### config.mk
export PLATFORM = sky130hd
export DESIGN_NAME = ble_pdu_crc_and_whitening
export DESIGN_NICKNAME = d
export VERILOG_FILES = /design/src/rtl/core/bpcw_pkg.sv /design/src/rtl/core/bpcw_cfg_regs.sv /design/src/rtl/core/bpcw_in_stage.sv /design/src/rtl/core/bpcw_engine.sv /design/src/rtl/core/ble_pdu_crc_and_whitening.sv
export SDC_FILE = /design/constraint.sdc
export NUM_CORES = 1
export LEC_CHECK = 0
export ABC_AREA = 1
export BUFFER_PORTS_ARGS = -buffer_cell sky130_fd_sc_hd__buf_2
export CORE_MARGIN = 5
export CORE_UTILIZATION = 59
export CTS_CLUSTER_DIAMETER = 50
export CTS_CLUSTER_SIZE = 14
export DETAILED_ROUTE_END_ITERATION = 7
export PLACE_DENSITY = 0.8
export SYNTH_ARGS = -nofsm -noshare
export SYNTH_HDL_FRONTEND = slang
export SYNTH_SLANG_ARGS = --single-unit
### constraint.sdc
create_clock -name clk -period 4.23 [get_ports clk]
set_clock_uncertainty 0.15 [all_clocks]
set_input_delay 0.846 -clock clk [delete_from_list [all_inputs] [get_ports clk]]
set_output_delay 0.846 -clock clk [all_outputs]
set_load 0.01 [all_outputs]
### src/rtl/core/bpcw_pkg.sv
// package with beat types, register indexes and crc/whitening functions
`timescale 1ns / 1ps

package bpcw_pkg;

  localparam int unsigned CRC_W   = 24;
  localparam int unsigned LFSR_W  = 7;
  localparam int unsigned CHAN_W  = 6;
  localparam int unsigned BYTE_W  = 8;

  localparam logic [CRC_W-1:0]  CRC_POLY       = 24'h00065B;
  localparam logic [CRC_W-1:0]  CRC_SEED_RESET = 24'h555555;
  localparam logic [CHAN_W-1:0] CHANNEL_RESET  = 6'd37;

  typedef enum logic [0:0] {
    CFG_CHANNEL  = 1'b0,
    CFG_CRC_SEED = 1'b1
  } cfg_idx_t;

  typedef struct packed {
    logic [BYTE_W-1:0] pdu_byte;
    logic              last;
  } in_beat_t;

  typedef struct packed {
    logic [BYTE_W-1:0] out_byte;
    logic              is_crc;
    logic              end_of_packet;
  } out_beat_t;

  typedef struct packed {
    logic [BYTE_W-1:0] data;
    logic [LFSR_W-1:0] lfsr;
  } whiten_res_t;

  typedef struct packed {
    logic              valid;
    in_beat_t          beat;
  } in_slot_t;

  function automatic logic [BYTE_W-1:0] rev8(input logic [BYTE_W-1:0] b);
    logic [BYTE_W-1:0] r;
    for (int i = 0; i < BYTE_W; i++) begin
      r[i] = b[BYTE_W-1-i];
    end
    return r;
  endfunction

  // channel bit 0 lands in lfsr bit 6, bit 0 always set
  function automatic logic [LFSR_W-1:0] lfsr_seed(input logic [CHAN_W-1:0] ch);
    return {ch[0], ch[1], ch[2], ch[3], ch[4], ch[5], 1'b1};
  endfunction

  // lsb first, feedback when crc msb differs from data bit
  function automatic logic [CRC_W-1:0] crc_byte(input logic [CRC_W-1:0] crc,
                                               input logic [BYTE_W-1:0] d);
    logic [CRC_W-1:0] c;
    logic             fb;
    c = crc;
    for (int i = 0; i < BYTE_W; i++) begin
      fb = c[CRC_W-1] ^ d[i];
      c  = {c[CRC_W-2:0], 1'b0} ^ (fb ? CRC_POLY : '0);
    end
    return c;
  endfunction

  // x^7 + x^4 + 1 whitening, one lfsr step per data bit
  function automatic whiten_res_t whiten_byte(input logic [BYTE_W-1:0] d,
                                              input logic [LFSR_W-1:0] lfsr);
    whiten_res_t res;
    logic [LFSR_W-1:0] l;
    logic [BYTE_W-1:0] o;
    logic              top;
    l = lfsr;
    o = d;
    for (int i = 0; i < BYTE_W; i++) begin
      top  = l[LFSR_W-1];
      o[i] = d[i] ^ top;
      l    = {l[5:4], l[3] ^ top, l[2:0], top};
    end
    res.data = o;
    res.lfsr = l;
    return res;
  endfunction

endpackage

### src/rtl/core/bpcw_cfg_regs.sv
// configuration registers: rf channel and crc seed
`timescale 1ns / 1ps

module bpcw_cfg_regs (
  input  logic                              clk,
  input  logic                              rst_n,
  input  logic                              wr_en,
  input  bpcw_pkg::cfg_idx_t                wr_index,
  input  logic [bpcw_pkg::CRC_W-1:0]        wr_data,
  output logic [bpcw_pkg::CHAN_W-1:0]       channel,
  output logic [bpcw_pkg::CRC_W-1:0]        crc_seed
);

  logic [bpcw_pkg::CHAN_W-1:0] channel_r;
  logic [bpcw_pkg::CRC_W-1:0]  crc_seed_r;

  always_ff @(posedge clk) begin
    if (!rst_n) begin
      channel_r  <= bpcw_pkg::CHANNEL_RESET;
      crc_seed_r <= bpcw_pkg::CRC_SEED_RESET;
    end else if (wr_en) begin
      case (wr_index)
        bpcw_pkg::CFG_CHANNEL:  channel_r  <= wr_data[bpcw_pkg::CHAN_W-1:0];
        bpcw_pkg::CFG_CRC_SEED: crc_seed_r <= wr_data;
        default: ;
      endcase
    end
  end

  assign channel  = channel_r;
  assign crc_seed = crc_seed_r;

endmodule

### src/rtl/core/bpcw_in_stage.sv
// input register holding one pdu beat until the engine consumes it
`timescale 1ns / 1ps

module bpcw_in_stage (
  input  logic                clk,
  input  logic                rst_n,
  input  logic                in_valid,
  output logic                in_ready,
  input  bpcw_pkg::in_beat_t  in_data,
  input  logic                consume,
  output bpcw_pkg::in_slot_t  slot
);

  logic               valid_r;
  bpcw_pkg::in_beat_t beat_r;

  assign in_ready = !valid_r || consume;

  always_ff @(posedge clk) begin
    if (!rst_n) begin
      valid_r <= 1'b0;
    end else if (in_valid && in_ready) begin
      valid_r <= 1'b1;
    end else if (consume) begin
      valid_r <= 1'b0;
    end
  end

  always_ff @(posedge clk) begin
    if (in_valid && in_ready) begin
      beat_r <= in_data;
    end
  end

  assign slot.valid = valid_r;
  assign slot.beat  = beat_r;

endmodule

### src/rtl/core/bpcw_engine.sv
// crc update, whitening and crc tail sequencing with the output register
`timescale 1ns / 1ps

module bpcw_engine (
  input  logic                           clk,
  input  logic                           rst_n,
  input  bpcw_pkg::in_slot_t             slot,
  output logic                           consume,
  input  logic [bpcw_pkg::CHAN_W-1:0]    channel,
  input  logic [bpcw_pkg::CRC_W-1:0]     crc_seed,
  output logic                           out_valid,
  input  logic                           out_ready,
  output bpcw_pkg::out_beat_t            out_data
);

  typedef enum logic [1:0] {
    PH_PDU,
    PH_CRC_HI,
    PH_CRC_MID,
    PH_CRC_LO
  } phase_t;

  phase_t                        phase_r, phase_nxt;
  logic                          in_pkt_r, in_pkt_nxt;
  logic [bpcw_pkg::CRC_W-1:0]    crc_r, crc_nxt;
  logic [bpcw_pkg::LFSR_W-1:0]   lfsr_r, lfsr_nxt;
  logic                          out_valid_r, out_valid_nxt;
  bpcw_pkg::out_beat_t           out_data_r, out_data_nxt;

  logic                          advance;
  logic                          work;
  logic [bpcw_pkg::CRC_W-1:0]    crc_cur;
  logic [bpcw_pkg::LFSR_W-1:0]   lfsr_cur;
  logic [bpcw_pkg::BYTE_W-1:0]   crc_sel;
  logic [bpcw_pkg::BYTE_W-1:0]   raw_byte;
  bpcw_pkg::whiten_res_t         wres;

  assign advance = !out_valid_r || out_ready;
  assign work    = slot.valid && advance;

  // packet start takes fresh seeds
  assign crc_cur  = in_pkt_r ? crc_r : crc_seed;
  assign lfsr_cur = (phase_r == PH_PDU && !in_pkt_r) ? bpcw_pkg::lfsr_seed(channel) : lfsr_r;

  always_comb begin
    case (phase_r)
      PH_CRC_HI:  crc_sel = crc_r[23:16];
      PH_CRC_MID: crc_sel = crc_r[15:8];
      PH_CRC_LO:  crc_sel = crc_r[7:0];
      default:    crc_sel = crc_r[7:0];
    endcase
  end

  assign raw_byte = (phase_r == PH_PDU) ? slot.beat.pdu_byte : bpcw_pkg::rev8(crc_sel);
  assign wres     = bpcw_pkg::whiten_byte(raw_byte, lfsr_cur);

  always_comb begin
    phase_nxt     = phase_r;
    in_pkt_nxt    = in_pkt_r;
    crc_nxt       = crc_r;
    lfsr_nxt      = lfsr_r;
    out_valid_nxt = out_valid_r && !out_ready;
    out_data_nxt  = out_data_r;
    consume       = 1'b0;
    if (work) begin
      out_valid_nxt                = 1'b1;
      out_data_nxt.out_byte        = wres.data;
      out_data_nxt.is_crc          = (phase_r != PH_PDU);
      out_data_nxt.end_of_packet   = (phase_r == PH_CRC_LO);
      lfsr_nxt                     = wres.lfsr;
      case (phase_r)
        PH_PDU: begin
          crc_nxt = bpcw_pkg::crc_byte(crc_cur, slot.beat.pdu_byte);
          if (slot.beat.last) begin
            phase_nxt = PH_CRC_HI;
          end else begin
            in_pkt_nxt = 1'b1;
            consume    = 1'b1;
          end
        end
        PH_CRC_HI:  phase_nxt = PH_CRC_MID;
        PH_CRC_MID: phase_nxt = PH_CRC_LO;
        PH_CRC_LO: begin
          phase_nxt  = PH_PDU;
          in_pkt_nxt = 1'b0;
          consume    = 1'b1;
        end
        default: phase_nxt = PH_PDU;
      endcase
    end
  end

  always_ff @(posedge clk) begin
    if (!rst_n) begin
      phase_r     <= PH_PDU;
      in_pkt_r    <= 1'b0;
      out_valid_r <= 1'b0;
    end else begin
      phase_r     <= phase_nxt;
      in_pkt_r    <= in_pkt_nxt;
      out_valid_r <= out_valid_nxt;
    end
    crc_r      <= crc_nxt;
    lfsr_r     <= lfsr_nxt;
    out_data_r <= out_data_nxt;
  end

  assign out_valid = out_valid_r;
  assign out_data  = out_data_r;

endmodule

### src/rtl/core/ble_pdu_crc_and_whitening.sv
// top level: ble pdu crc-24 and data whitening byte stream
//
// in_*: one raw pdu byte per beat, header first, last marks the final pdu byte.
// out_*: whitened pdu bytes; after a last byte the three crc bytes follow,
//   high byte first, each bit-reversed and whitened, is_crc set on all
//   three and end_of_packet on the third.
// cfg_*: writes channel (index 0) or crc_seed (index 1); cfg_ready is always
//   high. new values apply from the next packet start.
// an accepted byte goes from the input register into the output register once
//   the output register can take it. throughput: one byte per cycle while
//   out_ready is high; a last byte holds the input register while its pdu byte
//   and three crc bytes leave, one per cycle, through the single output register.
// the eight crc and lfsr bit steps are unrolled between the input register
//   and the output register.
// reset: channel 37, crc seed 0x555555, both registers empty, no packet open.
// receiver stall: the output register holds its beat, the input register
//   fills and in_ready drops; nothing is lost.
`timescale 1ns / 1ps

module ble_pdu_crc_and_whitening (
  input  logic                           clk,
  input  logic                           rst_n,
  input  logic                           in_valid,
  output logic                           in_ready,
  input  bpcw_pkg::in_beat_t             in_data,
  output logic                           out_valid,
  input  logic                           out_ready,
  output bpcw_pkg::out_beat_t            out_data,
  input  logic                           cfg_valid,
  output logic                           cfg_ready,
  input  bpcw_pkg::cfg_idx_t             cfg_index,
  input  logic [bpcw_pkg::CRC_W-1:0]     cfg_data
);

  logic [bpcw_pkg::CHAN_W-1:0] channel;
  logic [bpcw_pkg::CRC_W-1:0]  crc_seed;
  bpcw_pkg::in_slot_t          slot;
  logic                        consume;

  assign cfg_ready = 1'b1;

  bpcw_cfg_regs u_cfg (
    .clk      (clk),
    .rst_n    (rst_n),
    .wr_en    (cfg_valid && cfg_ready),
    .wr_index (cfg_index),
    .wr_data  (cfg_data),
    .channel  (channel),
    .crc_seed (crc_seed)
  );

  bpcw_in_stage u_in (
    .clk      (clk),
    .rst_n    (rst_n),
    .in_valid (in_valid),
    .in_ready (in_ready),
    .in_data  (in_data),
    .consume  (consume),
    .slot     (slot)
  );

  bpcw_engine u_eng (
    .clk       (clk),
    .rst_n     (rst_n),
    .slot      (slot),
    .consume   (consume),
    .channel   (channel),
    .crc_seed  (crc_seed),
    .out_valid (out_valid),
    .out_ready (out_ready),
    .out_data  (out_data)
  );

  // end of packet only on a crc byte
  a_eop_is_crc: assert property (@(posedge clk) disable iff (!rst_n)
    out_valid |-> (!out_data.end_of_packet || out_data.is_crc))
    else $error("end_of_packet on a non-crc beat");

  // crc bytes leave back to back
  a_crc_run: assert property (@(posedge clk) disable iff (!rst_n)
    (out_valid && out_ready && out_data.is_crc && !out_data.end_of_packet)
      |=> (out_valid && out_data.is_crc))
    else $error("gap inside crc tail");

  // no crc byte right after the end of a packet
  a_eop_closes: assert property (@(posedge clk) disable iff (!rst_n)
    (out_valid && out_ready && out_data.end_of_packet)
      |=> !(out_valid && out_data.is_crc))
    else $error("crc beat after end of packet");

endmodule
==> out/metrics.csv, run 1 <==
metric,value,unit
status,"finished, final reports clean",
p_int,1433,uW
overflow,0,
mappedNetlistArea,4496,sq um
synth_edf_count,50,
dieWidth,97.29,um
cts.repair.resized,0,
seq_power_share,48.6,%
cts_htree_levels,3,
synth_top_cell_by_area,edfxtp_1,
postRouteAntennaNets,0,
final_area,4956,sq um
place_congestion,0.9347,
synth_area_leaders,"edfxtp_1 (33%), dfxtp_1 (16%), nand2_1 (14%), o21ai_0 (5.0%), nand3_1 (4.9%)",
dp_cells,686,
worstPathRequired,3.23,ns
dpl-instance-area,4798,sq um
switching_share,34.03,%
yosysUniqueCellTypes,36,
max_cap_violations,0,
final-setup-viol-count,0,
rows,31,
ys_ff_latch,85,
avgRoutedWirePerCell,15.33,um
io_buffer_count,50,
routed_via_density,5.423,
drc,0,
yosysSeqAreaShare,48.98,%
tns,0,ns
cts_hold_buffers,0,
period_needed,3.341,ns
cts_root_buffer,clkbuf_8,
post-cts-setup-buffers,0,
rsz0062_at_grt,no,
diodes,0,
antenna_found_initial,0,
path_clk_slew,0.09,ns
final_cells,702,
firstDrtPassIters,5,
min_period_over_period,78.98,%
cts.sinks,85,
insertion_delay,0.37,ns
leakagePower,0.002317,uW
synth_nets,593,
nNetsFinal,641,
pin_count,52,
finalHoldViolCount,0,
holdWs,0.3205,ns
yosysTopAreaCellShare,33.40,%
initial_core_util,61.32,%
cp_max_fo,16,
ys.flop_type,edfxtp_1,
min_path_type,flop to flop,
core_region_area,7331,sq um
cts_buffers,9,
pwr-share-clk,23.4,%
grt_usage,22.78,%
relSlewSlack,41.59,%
cts_buffer_depth,2,
final_layout_size_suffix_gt1_share,18.74,%
slew_viol_final,0,
drt_wl_total,10760,um
p_switching,739.1,uW
vdd_drop_max,0.2676,mV
syn_inst,550,
p_per_area,438.3,nW/um^2
grt_max_degree,33,
worst_setup_path_end_kind,primary output,
post-synth-top-count-cell,nand2_1,
dp_hpwl,8200,um
fmaxAchievable,299.3,MHz
yosysWarnings,0,
tightest_slew,0.8761,ns
routed-via-count,3807,
post-route-util,67.61,%
die_area,9465,sq um
syn_area_per_cell,8.174,sq um
areaGrowthSynthToFinish,10.24,%
power.share.combinational,28.1,%
synthTopCellsByCount,"nand2_1 (166), inv_1 (57), edfxtp_1 (50)",
cp-start-kind,flop,
drt_iter0_drc,313,
worstPathArrival,2.34,ns
cts_tree,built,
worstSetupPathType,flop to primary output,
grt_pass1_vias,3554,
die_h,97.29,um
grt_pass1_wl,16990,um
synthArstFlopShare,0,%
layout make-up:
cell class	instances	area [sq um]
clock inverters	4	22.52
inverters	64	242.7
multi-input cells	384	1949
repair buffers	54	280.3
well taps	99	123.9
clock buffers	12	135.1
fillers	600	2375
flip-flops and latches	85	2202
critical path, stage by stage, from the launching register on:
cell     delay (ns)
dfxtp_1        0.35
inv_1          0.10
ha_1           0.57
inv_1          0.23
or2_2          0.35
nand2_1        0.06
nand3_1        0.07
nand2_1        0.10
buf_2          0.13
worst paths after layout:
kind                                        start  depth (start not counted)                               to  slack (ns)
hold reg to reg   u_cfg.crc_seed[15]$_SDFFE_PN0P_                          2  u_cfg.crc_seed[15]$_SDFFE_PN0P_        0.32
setup reg to reg    u_eng.phase_r[0]$_SDFFE_PN0P_                          7           u_in.slot[8]$_DFFE_PP_        1.25
setup / recovery    u_eng.phase_r[0]$_SDFFE_PN0P_                          8                         in_ready        0.89
hold / removal    u_cfg.crc_seed[15]$_SDFFE_PN0P_                          2  u_cfg.crc_seed[15]$_SDFFE_PN0P_        0.32
through the flow:
step                      setup slack (ns)  power (uW)
final                               0.8893        2172
after global routing                0.7208        2292
after CTS                           0.9123        2168
after detailed placement             1.282        1676
after global placement               1.365        1650
after floorplan                     0.5550        1524
cell usage in the layout, fill, tap and decap left out, types with 3 or more instances in the layout:
cell | synthesis | final
a21oi_1 | 19 | 18
buf_2 | 1 | 50
buf_4 | 3 | 4
clkbuf_1 | 10 | 3
clkbuf_8 | 0 | 9
dfxtp_1 | 35 | 35
edfxtp_1 | 50 | 50
ha_1 | 4 | 4
inv_1 | 57 | 57
inv_2 | 6 | 6
inv_4 | 1 | 3
mux2i_1 | 3 | 3
nand2_1 | 166 | 166
nand2_2 | 26 | 26
nand3_1 | 44 | 44
nand3b_1 | 7 | 7
nor2_1 | 26 | 25
o211ai_1 | 3 | 3
o21ai_0 | 45 | 45
o21ai_2 | 3 | 3
xor2_1 | 18 | 18
sequential cells by signal, summed over array words and instances (netlist names):
signal	count
u_cfg.channel	6
u_cfg.crc_seed	24
u_eng.crc_r	24
u_eng.in_pkt_r	1
u_eng.lfsr_r	7
u_eng.out_data	10
u_eng.out_valid	1
u_eng.phase_r	2
u_in.slot	9
u_in.valid_r	1
cells by family (layout without fill, tap and decap cells):
group | after synthesis | after routing | share of synthesized area (%)
AOI/OAI and AO/OA | 77 | 77 | 9.240
xor gates and xnor gates | 22 | 22 | 4.620
adders and majority gates | 4 | 4 | 1.113
buffers and inverters | 81 | 134 | 7.793
DFF | 85 | 85 | 48.98
muxes | 3 | 3 | 0.6680
other | 1 | 1 | 0.08342
and+or+nand+nor | 277 | 277 | 27.50
per-layer routing:
metal	part of all wire (%)	wire length, um	GRT usage (%)
met5	0	0	0
met3	7.0	756	4.810
met2	51	5442	39.65
met1	40	4296	27.14
met4	2.5	264	9.904
power by group through the flow:
stage / combinational [uW] / clock, uW / sequential, uW
CTS: 606 / 508 / 1050
floorplan: 455 / 0 / 1070
global route: 679 / 549 / 1060
global placement: 580 / 0 / 1070
finish: 610 / 508 / 1050
detailed placement: 602 / 0 / 1070
Power figures use the tool's default switching activity.
==> run 2: changes to the inputs <==
- ABC_AREA: 1 -> 0
- CORE_UTILIZATION: 59 -> 58
- clock period: 4.23 -> 3.3 ns (I/O delays scaled with it)
==> run 2 against run 1 <==
Effect of this change:
- flip-flop and latch count is the same
- worst setup slack got worse by 0.37 ns
- synthesized cell count is 33% lower
- clock power is 24% higher
- critical endpoint unchanged
==> out/metrics.csv, run 2 <==
metric,value,unit,change
status,"finished, final reports clean",,
grt_pass1_wl,13900,um,-18%
synth_nets,414,,-30%
synth_top_cell_by_area,edfxtp_1,,
period_needed,2.778,ns,
cpLargestDelayFamily,adder cells,,
cts.sinks,85,,unchanged
rows,31,,unchanged
postRouteAntennaNets,0,,unchanged
diodes,0,,unchanged
p_switching,812.7,uW,+10%
dp_hpwl,6211,um,-24%
min_path_type,input port to flop,,
wl_met2,4386,um,-19%
tightest_slew,0.9228,ns,+0.04668 ns
top_layer_used,met4,,
wl_met3,381,um,-50%
die_h,95.03,um,-2.3%
core_region_area,7137,sq um,-2.6%
die_area,9030,sq um,-4.6%
layout_common_cells,"nand2_1 (69), buf_2 (50), edfxtp_1 (50)",,
finalHoldViolCount,0,,unchanged
firstDrtPassIters,4,,-1
min_period_over_period,84.18,%,
routed_via_density,5.198,,-4.1%
antenna_found_initial,0,,unchanged
grt_max_degree,36,,+9.1%
synthArstFlopShare,0,%,unchanged
post-cts-setup-buffers,0,,unchanged
whs_endpoint,u_in.slot[4]$_DFFE_PP_,,
p_per_area,581.4,nW/um^2,+33%
p_int,1901,uW,+33%
max_cap_violations,0,,unchanged
ys_ff_latch,85,,unchanged
leakagePower,0.001756,uW,-24%
worstReg2RegEnd,u_eng.lfsr_r[4]$_DFFE_PP_,,
drt_wl_total,8517,um,-21%
slew_viol_final,0,,unchanged
worstPathArrival,1.97,ns,-0.37 ns
areaGrowthSynthToFinish,11.34,%,
switching_share,29.95,%,-4.1 points
cp-start-kind,flop,,
place_congestion,0.8899,,-4.8%
initial_core_util,58.75,%,-2.6 points
yosysTopAreaCellShare,35.81,%,+2.4 points
rsz0062_at_grt,no,,
cts_tree,built,,
drt_iter0_drc,129,,-59%
holdWs,0.3223,ns,+0.001755 ns
cts_buffer_depth,2,,unchanged
synth_edf_count,50,,unchanged
relSlewSlack,38.48,%,-3.1 points
fmaxAchievable,360.0,MHz,
yosysWarnings,0,,unchanged
grt_usage,20.87,%,-1.9 points
yosysSeqAreaShare,52.52,%,+3.5 points
mappedNetlistArea,4193,sq um,-6.7%
synthTopCellsByCount,"nand2_1 (69), edfxtp_1 (50), dfxtp_1 (35)",,
synth_area_leaders,"edfxtp_1 (36%), dfxtp_1 (17%), xnor2_1 (7.1%), nand2_1 (6.2%), mux2i_1 (4.8%)",,
worstReg2RegStart,u_eng.phase_r[0]$_SDFFE_PN0P_,,
tns,0,ns,unchanged
worst_setup_path_end_kind,primary output,,
syn_inst,371,,-33%
cts_htree_levels,3,,unchanged
ys.flop_type,edfxtp_1,,
nNetsFinal,459,,-28%
final-setup-viol-count,0,,unchanged
hold_depth,1,,-1
cts.repair.resized,0,,unchanged
yosysUniqueCellTypes,33,,-8.3%
dieWidth,95.03,um,-2.3%
cp_cell_sequence,inv_1 -> ha_1 -> o31ai_1 -> buf_2,,
overflow,0,,unchanged
cts_buffers,9,,unchanged
final_layout_size_suffix_gt1_share,20.90,%,+2.2 points
syn_area_per_cell,11.30,sq um,+38%
cp_slowest_cell,ha_1,,
power.share.combinational,25.6,%,-2.5 points
insertion_delay,0.36,ns,about the same
worstPathRequired,2.49,ns,-0.74 ns
layout_commonest_cell,nand2_1,,
cp_max_fo,18,,+2
reg2regPathDepth,7,,unchanged
drt-met1-wl,3575,um,-17%
worstPathBufferInverterCount,2,,-1
seq_power_share,51.2,%,+2.6 points
worstSetupPathType,flop to primary output,,
path_clk_slew,0.08,ns,about the same
pin_count,52,,unchanged
cpPeakStageDelay,0.53,ns,-0.04 ns
post-synth-top-count-cell,nand2_1,,
vdd_drop_max,0.2695,mV,+0.71%
reg2reg_setup_slack,0.90,ns,-0.35 ns
drc,0,,unchanged
min_from,in_data[4],,
pwr-share-clk,23.3,%,about the same
cts_root_buffer,clkbuf_8,,
fillCellCount,594,,-1.0%
avgRoutedWirePerCell,16.38,um,+6.9%
cts_hold_buffers,0,,unchanged
io_buffer_count,50,,unchanged
routed-via-count,2703,,-29%
grt_pass1_vias,2772,,-22%
[run 2: cell types whose count changed in the layout (fill, tap and decap cells not counted), sizes merged, moves of 7 or more]
cell,delta
nor2,-12
inv,-60
o21ai,-43
nand2,-126
nand3,-31
a22oi,+7
a21oi,-9
mux2i,+19
a21boi,+17
nand3b,-7
xnor2,+39
[run 2: worst reg2reg max path: cells and delay by family (launching register included)]
family	cells	cell delay, ns
multiplexers	1	0.35
flip-flops	1	0.37
XOR/XNOR	2	0.44
adder cells (fa/ha/maj)	1	0.23
buffers and inverters	2	0.30
AND/OR/NAND/NOR	1	0.30
[run 2: worst max-delay path by stage]
stage / start / to / cells after the start
6_report: u_eng.phase_r[0]$_SDFFE_PN0P_ / in_ready / 4
4_1_cts: u_eng.phase_r[0]$_SDFFE_PN0P_ / in_ready / 4
3_5_place_dp: u_eng.phase_r[0]$_SDFFE_PN0P_ / u_in.slot[8]$_DFFE_PP_ / 4
5_1_grt: u_eng.phase_r[0]$_SDFFE_PN0P_ / in_ready / 7
3_3_place_gp: u_eng.phase_r[0]$_SDFFE_PN0P_ / u_in.slot[8]$_DFFE_PP_ / 4
2_1_floorplan: out_ready / u_eng.crc_r[0]$_DFFE_PP_ / 3
[run 2: layout make-up]
cell class                 instances  area [sq um]  share of cell area (%)
sequential                        85          2202                   47.17
multi-input combinational        260          1881                   40.28
timing repair buffer              54         280.3                   6.004
clock buffer                      11         131.4                   2.814
tap                               99         123.9                   2.653
clock inverter                     5         27.53                  0.5897
inverter                           6         22.52                  0.4824
[run 2: per-stage QoR]
stage               utilization (%)  cells  power, uW  instance area [sq um]  setup slack (ns)
floorplan                         -    371       1942                   4193            0.7817
global placement              63.18    504       2084                   4509            0.9513
detailed placement            63.18    504       2106                   4509            0.9028
CTS                           65.41    520       2725                   4668            0.5419
global route                  65.41    520       2859                   4668            0.4444
finish                        65.41    520       2714                   4668            0.5220
[run 2: layer usage]
metal,vias up,track usage [%]
met3,14,3.236
met1,1278,25.80
met5,-,0
met4,0,9.375
met2,60,36.05
li1,1351,-
[run 2: kinds of logic after synthesis]
kind of cell             after synthesis  synth area share, %
AO/OA/AOI/OAI                         52                8.356
XOR/XNOR                              67                17.40
AND/OR/NAND/NOR                      108                10.71
multiplexers                          28                7.043
other                                  1              0.08944
flip-flops                            85                52.52
buffers and inverters                 26                2.686
adder cells (fa/ha/maj)                4                1.194
[run 2: power by group through the flow]
stage | clock, uW | sequential [uW] | combinational [uW]
after floorplan | 0 | 1400 | 543
after global placement | 0 | 1410 | 675
after detailed placement | 0 | 1410 | 693
after CTS | 634 | 1390 | 701
after global routing | 684 | 1400 | 772
final | 631 | 1390 | 694
==> run 3: changes to the inputs <==
- ABC_AREA: 0 -> 1
- CORE_UTILIZATION: 58 -> 53
- PLACE_DENSITY: 0.8 -> 0.76
- clock period: 3.3 -> 2.25 ns (I/O delays scaled with it)
==> run 3 against run 2 <==
Effect of this change:
- sequential power rose by 43%
- first-iteration DRC count rose by 130%
- sequential share of layout area fell by 4.2 points
- flip-flop and latch count did not move
==> out/metrics.csv, run 3 (same netlist as run 1, synthesis figures left out) <==
metric,value,unit,change
multi_input_area,1991,sq um,+5.9%
cts.sinks,85,,unchanged
min_path_type,input port to flop,,
final_layout_size_suffix_gt1_share,21.80,%,+0.90 points
slew_viol_final,0,,unchanged
fin_ws,0.09727,ns,-0.4247 ns
status,"finished, final reports clean",,
nNetsFinal,648,,+41%
drt-met1-wl,4626,um,+29%
drt_iter0_drc,298,,+130%
p_per_area,843.6,nW/um^2,+45%
vdd_drop_max,0.3417,mV,+27%
die_area,10420,sq um,+15%
rsz0062_at_grt,no,,
worstPathRequired,1.65,ns,-0.84 ns
cts_root_buffer,clkbuf_8,,
min_period_over_period,95.68,%,
drt_wl_total,11210,um,+32%
worstSetupPathType,flop to primary output,,
max_cap_violations,0,,unchanged
dp_hpwl,8375,um,+35%
io_buffer_count,50,,unchanged
postRouteAntennaNets,0,,unchanged
avgRoutedWirePerCell,15.67,um,-4.3%
dp_cells,695,,+38%
final_cells,715,,+38%
cp_max_fo,3,,-15
worstPathArrival,1.55,ns,-0.42 ns
dieWidth,102.1,um,+7.4%
top_layer_used,met4,,
fmaxAchievable,464.5,MHz,
period_needed,2.153,ns,
seqCellArea,2205,sq um,+0.11%
cts_tree,built,,
cts_buffer_depth,2,,unchanged
layout_common_cells,"nand2_1 (164), inv_1 (54), buf_2 (50), edfxtp_1 (50), o21ai_0 (45)",,
rows,33,,+6.5%
leakagePower,0.002385,uW,+36%
grt_usage,22.30,%,+1.4 points
wl_met2,5586,um,+27%
preCtsSetupSlack,0.06829,ns,-0.8345 ns
die_h,102.1,um,+7.4%
pin_count,52,,unchanged
final-setup-viol-count,0,,unchanged
layout_commonest_cell,nand2_1,,
tightest_slew,0.6377,ns,-0.2852 ns
path_clk_slew,0.09,ns,about the same
grt_pass1_wl,17640,um,+27%
firstDrtPassIters,5,,+1
drc,0,,unchanged
antenna_found_initial,0,,unchanged
core_region_area,8258,sq um,+16%
areaGrowthSynthToFinish,14.11,%,
wl_met3,669,um,+76%
tns,0,ns,unchanged
insertion_delay,0.37,ns,about the same
finalHoldViolCount,0,,unchanged
routed_via_density,5.297,,+1.9%
overflow,0,,unchanged
finalPower,4328,uW,+59%
fillCellCount,714,,+20%
grt_pass1_vias,3646,,+32%
grt_max_degree,33,,-8.3%
holdWs,0.1025,ns,-0.2198 ns
cts_hold_buffers,0,,unchanged
cts_htree_levels,3,,unchanged
relSlewSlack,57.44,%,+19 points
diodes,0,,unchanged
initial_core_util,54.44,%,-4.3 points
cp-start-kind,flop,,
place_congestion,0.9630,,+8.2%
routed-via-count,3787,,+40%
worst_setup_path_end_kind,primary output,,
cts_buffers,9,,unchanged
[run 3: final timing paths]
path | end | slack (ns) | start | cells past startpoint
min | u_in.slot[0]$_DFFE_PP_ | 0.10 | in_data[0] | 1
max reg2reg | u_eng.out_data[5]$_DFFE_PP_ | 0.17 | u_eng.phase_r[0]$_SDFFE_PN0P_ | 9
min reg2reg | u_cfg.crc_seed[15]$_SDFFE_PN0P_ | 0.31 | u_cfg.crc_seed[15]$_SDFFE_PN0P_ | 2
max | in_ready | 0.1 | u_eng.phase_r[1]$_SDFFE_PN0P_ | 8
[run 3: per-layer routing]
metal	track usage, %	vias up
met5	0	-
met3	3.413	27
li1	-	1883
met4	10.19	0
met1	27.18	1749
met2	38.83	128
[run 3: report_power, final]
group / internal, uW / total (uW) / switching [uW]
Clock: 565 / 1130 / 568
Combinational: 427 / 1210 / 779
Sequential: 1900 / 1990 / 86.2
Total: 2890 / 4330 / 1430
[run 3: area by class of cell]
class                   instances  share of cell area, %
clock inverters                 3                 0.4146
inverters                      64                  4.805
repair buffers                 61                  6.732
well taps                     105                  2.561
flip-flops and latches         85                  42.98
multi-input cells             384                  38.80
clock buffers                  13                  3.707
[run 3: worst max-delay path, cell delays in order, from the launching register on]
cell,delay [ns]
dfxtp_2,0.34
inv_2,0.08
ha_4,0.13
inv_1,0.05
or2_4,0.24
nand2_2,0.07
nand3_2,0.08
nand2_2,0.08
buf_2,0.12
[run 3: what timing repair did]
| action | 4_1_cts | 5_1_grt |
|---|---|---|
| pin swaps | 2 | 0 |
| buffers inserted | 4 | 0 |
| gates resized for setup | 8 | 3 |
| endpoints found under the setup margin | 1 | 1 |
[run 3: through the flow]
step                area, sq um  utilization [%]
finish                     5130            62.12
global route               5130            62.12
CTS                        5122            62.03
detailed placement         4857            58.82
global placement           4857            58.82
floorplan                  4518                -
